<file path="src/design/hcc_pkg.sv">
`timescale 1ns / 1ps
// ----------------------------------------------------------------------------
// hcc_pkg
// Types, codes and constants shared by the cluster centroid block.
// ----------------------------------------------------------------------------
package hcc_pkg;

    localparam int SLOTS    = 4;
    localparam int FRAC     = 8;
    localparam int ADC_W    = 10;
    localparam int TIME_W   = 24;
    localparam int CHAN_W   = 11;
    localparam int DIV_NW   = 64;
    localparam int CTIME_W  = 32;
    localparam int CPOS_W   = 19;
    localparam int CCHG_W   = 28;

    localparam logic [2:0] TM_AVERAGE = 3'd0;
    localparam logic [2:0] TM_ADC_W   = 3'd1;
    localparam logic [2:0] TM_ADC_SQ  = 3'd2;
    localparam logic [2:0] TM_FIRST   = 3'd3;
    localparam logic [2:0] TM_LAST    = 3'd4;

    localparam logic [1:0] PM_AVERAGE = 2'd0;
    localparam logic [1:0] PM_ADC_W   = 2'd1;
    localparam logic [1:0] PM_ADC_SQ  = 2'd2;

    localparam logic [1:0] CM_AVERAGE = 2'd0;
    localparam logic [1:0] CM_TOTAL   = 2'd1;

    localparam logic [1:0] REG_TIME_METHOD = 2'd0;
    localparam logic [1:0] REG_POS_METHOD  = 2'd1;
    localparam logic [1:0] REG_CHG_METHOD  = 2'd2;
    localparam logic [1:0] REG_CHIP_MASK   = 2'd3;

    localparam logic       OP_HIT = 1'b0;
    localparam logic       OP_EOE = 1'b1;

    typedef enum logic [3:0] {
        ST_IDLE,
        ST_MUL1,
        ST_MUL2,
        ST_ACC,
        ST_T_GO,
        ST_T_WAIT,
        ST_P_GO,
        ST_P_WAIT,
        ST_Q_GO,
        ST_Q_WAIT,
        ST_OUT
    } t_state;

    typedef enum logic [1:0] {
        PH_TIME,
        PH_POS,
        PH_CHG
    } t_phase;

    typedef struct packed {
        logic   load;
        logic   mul1;
        logic   mul2;
        logic   acc;
        logic   div_start;
        t_phase phase;
        logic   capture;
        logic   out_load;
        logic   next_card;
        logic   clear;
    } t_cmd;

    typedef struct packed {
        logic div_done;
        logic out_full;
        logic last_card;
    } t_stat;

    typedef struct packed {
        logic [2:0]  time_method;
        logic [1:0]  position_method;
        logic [1:0]  charge_method;
        logic [63:0] chip_enable_mask;
    } t_cfg;

endpackage

</file>
<file path="src/design/hcc_ctrl.sv">
`timescale 1ns / 1ps
// ----------------------------------------------------------------------------
// hcc_ctrl
// Sequencer for hit accumulation and per-card result formation.
// ----------------------------------------------------------------------------
module hcc_ctrl (
    input  logic           i_clk,
    input  logic           i_rst_n,
    input  logic           i_in_valid,
    input  logic           i_in_op,
    output logic           o_in_ready,
    input  hcc_pkg::t_stat i_stat,
    output hcc_pkg::t_cmd  o_cmd
);
    import hcc_pkg::*;

    t_state r_state;
    t_state n_state;

    always_ff @(posedge i_clk) begin
        if (!i_rst_n) begin
            r_state <= ST_IDLE;
        end else begin
            r_state <= n_state;
        end
    end

    always_comb begin
        n_state    = r_state;
        o_cmd      = '0;
        o_cmd.phase = PH_TIME;
        o_in_ready = 1'b0;
        case (r_state)
            ST_IDLE: begin
                o_in_ready = 1'b1;
                if (i_in_valid) begin
                    o_cmd.load = 1'b1;
                    n_state = (i_in_op == OP_EOE) ? ST_T_GO : ST_MUL1;
                end
            end
            ST_MUL1: begin
                o_cmd.mul1 = 1'b1;
                n_state = ST_MUL2;
            end
            ST_MUL2: begin
                o_cmd.mul2 = 1'b1;
                n_state = ST_ACC;
            end
            ST_ACC: begin
                o_cmd.acc = 1'b1;
                n_state = ST_IDLE;
            end
            ST_T_GO: begin
                o_cmd.div_start = 1'b1;
                n_state = ST_T_WAIT;
            end
            ST_T_WAIT: begin
                if (i_stat.div_done) begin
                    o_cmd.capture = 1'b1;
                    n_state = ST_P_GO;
                end
            end
            ST_P_GO: begin
                o_cmd.phase = PH_POS;
                o_cmd.div_start = 1'b1;
                n_state = ST_P_WAIT;
            end
            ST_P_WAIT: begin
                o_cmd.phase = PH_POS;
                if (i_stat.div_done) begin
                    o_cmd.capture = 1'b1;
                    n_state = ST_Q_GO;
                end
            end
            ST_Q_GO: begin
                o_cmd.phase = PH_CHG;
                o_cmd.div_start = 1'b1;
                n_state = ST_Q_WAIT;
            end
            ST_Q_WAIT: begin
                o_cmd.phase = PH_CHG;
                if (i_stat.div_done) begin
                    o_cmd.capture = 1'b1;
                    n_state = ST_OUT;
                end
            end
            ST_OUT: begin
                if (!i_stat.out_full) begin
                    o_cmd.out_load = 1'b1;
                    if (i_stat.last_card) begin
                        o_cmd.clear = 1'b1;
                        n_state = ST_IDLE;
                    end else begin
                        o_cmd.next_card = 1'b1;
                        n_state = ST_T_GO;
                    end
                end
            end
            default: begin
                n_state = ST_IDLE;
            end
        endcase
    end

    a_hit_to_mul: assert property (@(posedge i_clk) disable iff (!i_rst_n)
        (i_in_valid && o_in_ready && i_in_op == OP_HIT) |=> (r_state == ST_MUL1))
        else $error("accepted hit did not enter the multiply stage");

    a_load_fills_out: assert property (@(posedge i_clk) disable iff (!i_rst_n)
        o_cmd.out_load |=> i_stat.out_full)
        else $error("result load did not fill the output register");

    a_clear_to_idle: assert property (@(posedge i_clk) disable iff (!i_rst_n)
        o_cmd.clear |=> (r_state == ST_IDLE && o_in_ready))
        else $error("event end did not return to idle");

endmodule

</file>
<file path="config.mk">
export PLATFORM = sky130hd
export DESIGN_NAME = hcc_ctrl
export DESIGN_NICKNAME = d
export VERILOG_FILES = /design/src/design/hcc_pkg.sv /design/src/design/hcc_ctrl.sv
export SDC_FILE = /design/constraint.sdc
export NUM_CORES = 1
export LEC_CHECK = 0
export BUFFER_PORTS_ARGS = -buffer_cell sky130_fd_sc_hd__buf_2
export CAP_MARGIN = 0
export CORE_AREA = 2 2 39 41
export DETAILED_ROUTE_END_ITERATION = 10
export DIE_AREA = 0 0 41 43
export GPL_ROUTABILITY_DRIVEN = 0
export REMOVE_ABC_BUFFERS = 1
export SLEW_MARGIN = 0
export SYNTH_ARGS = -nofsm -noshare
export SYNTH_HDL_FRONTEND = slang
export SYNTH_SLANG_ARGS = --single-unit
</file>
<file path="constraint.sdc">
create_clock -name i_clk -period 1.65 [get_ports i_clk]
set_clock_uncertainty 0.15 [all_clocks]
set_input_delay 0.33 -clock i_clk [delete_from_list [all_inputs] [get_ports i_clk]]
set_output_delay 0.33 -clock i_clk [all_outputs]
set_load 0.02 [all_outputs]
</file>
==> flow_summary.json <==
{
  "synth_cell_types": 30,
  "largest-register": "r_state",
  "critPathBufInv": 1,
  "finalCritPeriodShare_pct": 101.6,
  "hold_path_class": "in2reg",
  "tightest_slew_ps": 269.6,
  "cp_max_fo": 7,
  "start_util_pct": 29.20,
  "regToRegSetupSlack_ps": 50,
  "cap_violations": 0,
  "holdWs_ps": 232.4,
  "setup_viol": 6,
  "switching_share_pct": 44.87,
  "instances_no_fill": 105,
  "globalRoute.totalOverflow": 0,
  "slew_violations": 0,
  "power.density_mw_per_mm2": 1579,
  "hold_path_end": "r_state[1]",
  "async_reset_ff_share_pct": 0,
  "synth-seq-cells": 4,
  "reg.largest.list": "r_state: 4 flops",
  "ys_seq_area_share_pct": 19.81,
  "synth_area_leaders": "dfxtp_1 (20%), nor2_1 (7.4%), nor2b_1 (6.2%)",
  "worstHoldStart": "i_rst_n",
  "clkTransAtPathRegs_ps": 40,
  "ys.warnings.count": 0,
  "detail-route-antenna-nets": 0,
  "leakage_nw": 0.3579,
  "antennaDiodeCount": 0,
  "status": "complete, but fails checks",
  "period_minus_slack_ps": 1677,
  "largest_reg_flops": 4,
  "vias": 541,
  "cp_slowest_cell": "dfxtp_4",
  "power_frac_comb_pct": 72.3,
  "pre_cts_ws_ps": 7.245,
  "drc": 0,
  "area_delta_synth_final_pct": 95.05,
  "violations": "negative setup slack",
  "dp.cells": 91,
  "worst_path_dominant_cell_family": "simple AND/OR/NAND/NOR gates",
  "worst-setup-path-type": "reg2out",
  "p_sw_uw": 558.6,
  "cts_tree": "built",
  "rr_startpoint": "r_state[0]",
  "first_pass_iters": 4,
  "synth_ff_type": "dfxtp_1",
  "worst_setup_path_end_kind": "output port",
  "max_stage_delay_ps": 390,
  "clockPowerShare_pct": 9.6,
  "wl_um": 1304,
  "die_w_um": 41,
  "grt_pass1_wl_um": 2090,
  "clock_path_buffers": 2,
  "num-nets-final": 98,
  "via_per_inst": 5.152,
  "whs_path_depth": 2,
  "grt_max_degree": 9,
  "die_height_um": 43,
  "max_freq_ghz": 0.5965,
  "rsz0062_at_grt": "true",
  "numPortBuffers": 18,
  "p_seq_share_pct": 18.1,
  "postLayoutCoreUtil_pct": 56.96,
  "drive_gt1_share_pct": 66.29,
  "drt_iter0_drc": 12,
  "required_ps": 1170,
  "fill_cells": 129,
  "wl_per_cell_um": 12.42,
  "place_hpwl_um": 772.4,
  "numCtsBuffers": 3,
  "peakVddDrop_uv": 820.1,
  "io_pins": 19,
  "clk_latency_ps": 230,
  "core_area_sq_mm": 0.001384,
  "r2r-end": "r_state[1]",
  "track_usage_pct": 17.15,
  "start_kind": "flop",
  "cp.arrival_ps": 1200,
  "netlist_area_sq_um": 404.1,
  "ctsHoldBuffers": 0,
  "p_int_uw": 686.3,
  "synth_edf_count": 0,
  "syn_avg_cell_area_sq_um": 7.484,
  "row_count": 14,
  "synth_top_area_cell": "dfxtp_1",
  "relSlewSlack_pct": 81.97,
  "layout_setup_ws_ps": -26.58,
  "grt_pass1_vias": 513,
  "r2r_cells": 6,
  "cts.sinks": 4,
  "die-area_sq_mm": 0.001763,
  "syn-instance-count": 54,
  "synth_top_cell_area_share_pct": 19.81,
  "antenna_found_initial": 0,
  "finalHoldViolCount": 0,
  "cts-root-buf": "clkbuf_4",
  "cp_cell_sequence": "nor3b_4 > nor2_2 > nor2_1 > buf_4",
  "h-tree-depth": 1
}
power by group through the flow:
stage                     clock network (mW)  registers [mW]  logic [mW]
after floorplan                            0           0.195       0.381
after global placement                     0           0.209       0.556
after CTS                              0.124           0.224       0.787
after detailed placement                   0           0.208       0.553
after global routing                   0.131           0.232       0.974
final                                  0.119           0.226       0.900
worst max path at each step:
| stage | start | to | cells past startpoint |
|---|---|---|---|
| floorplan | r_state[3] | o_cmd[0] | 3 |
| global placement | r_state[2] | o_cmd[6] | 4 |
| detailed placement | r_state[2] | o_cmd[6] | 4 |
| CTS | r_state[3] | o_cmd[6] | 4 |
| global route | r_state[3] | o_cmd[3] | 4 |
| finish | r_state[3] | o_cmd[6] | 4 |
synth_stat cells (2+ instances only):
cell      count
dfxtp_1       4
o21ai_2       2
nor2b_1       4
nor3_1        3
nand2b_1      2
nand2_1       6
inv_1         2
and2_1        2
nor2_1        8
through the flow:
step	power [mW]	instance area, sq um	setup TNS [ps]
floorplan	0.5763	380.4	-1565
global placement	0.7644	535.5	-1.779
detailed placement	0.7610	535.5	0
CTS	1.134	719.4	-161.2
global route	1.337	788.3	-713.7
finish	1.245	788.3	-104.0
cell usage in the layout, fill, tap and decap left out, types with 2 or more instances in the layout:
cell      netlist  routed
nor2_1          8       4
o21ai_2         2       2
buf_2           1       8
nor2_4          0       3
and2_1          2       2
buf_4           1      21
clkbuf_4        0       3
buf_6           1       6
inv_4           0       2
nand2_1         6       5
nor2b_1         4       3
dfxtp_4         0       4
cells by family (layout without fill, tap and decap cells):
group                  Yosys count  count (layout)  synth area share, %
AO/OA/AOI/OAI                   13              13                25.70
flip-flops                       4               4                19.82
AND/OR/NAND/NOR                 31              31                44.27
multiplexers                     1               1                2.477
buffers and inverters            5              40                7.740
per-layer routing:
layer	wire, um	part of all wire [%]	vias up	track usage, %
li1	-	-	270	-
met1	526	40	253	20.51
met2	700	54	16	28.13
met3	68	5.2	2	4.712
met4	8	0.61	0	5.333
met5	0	0	-	0
final cells by class:
type	instances	area [sq um]	area share [%]
Clock buffer	3	22.52	2.857
Tap cell	16	20.02	2.540
Sequential cell	4	95.09	12.06
Multi-Input combinational cell	45	372.9	47.30
Inverter	2	12.51	1.587
Timing Repair Buffer	35	265.3	33.65
repair_timing:
action,4_1_cts,5_1_grt
endpoints found under the hold margin,0,0
setup endpoints to repair,13,12
pin swaps,7,2
resized for setup,31,15
buffers inserted,9,2
No activity file was read; power rests on OpenSTA's default activity.
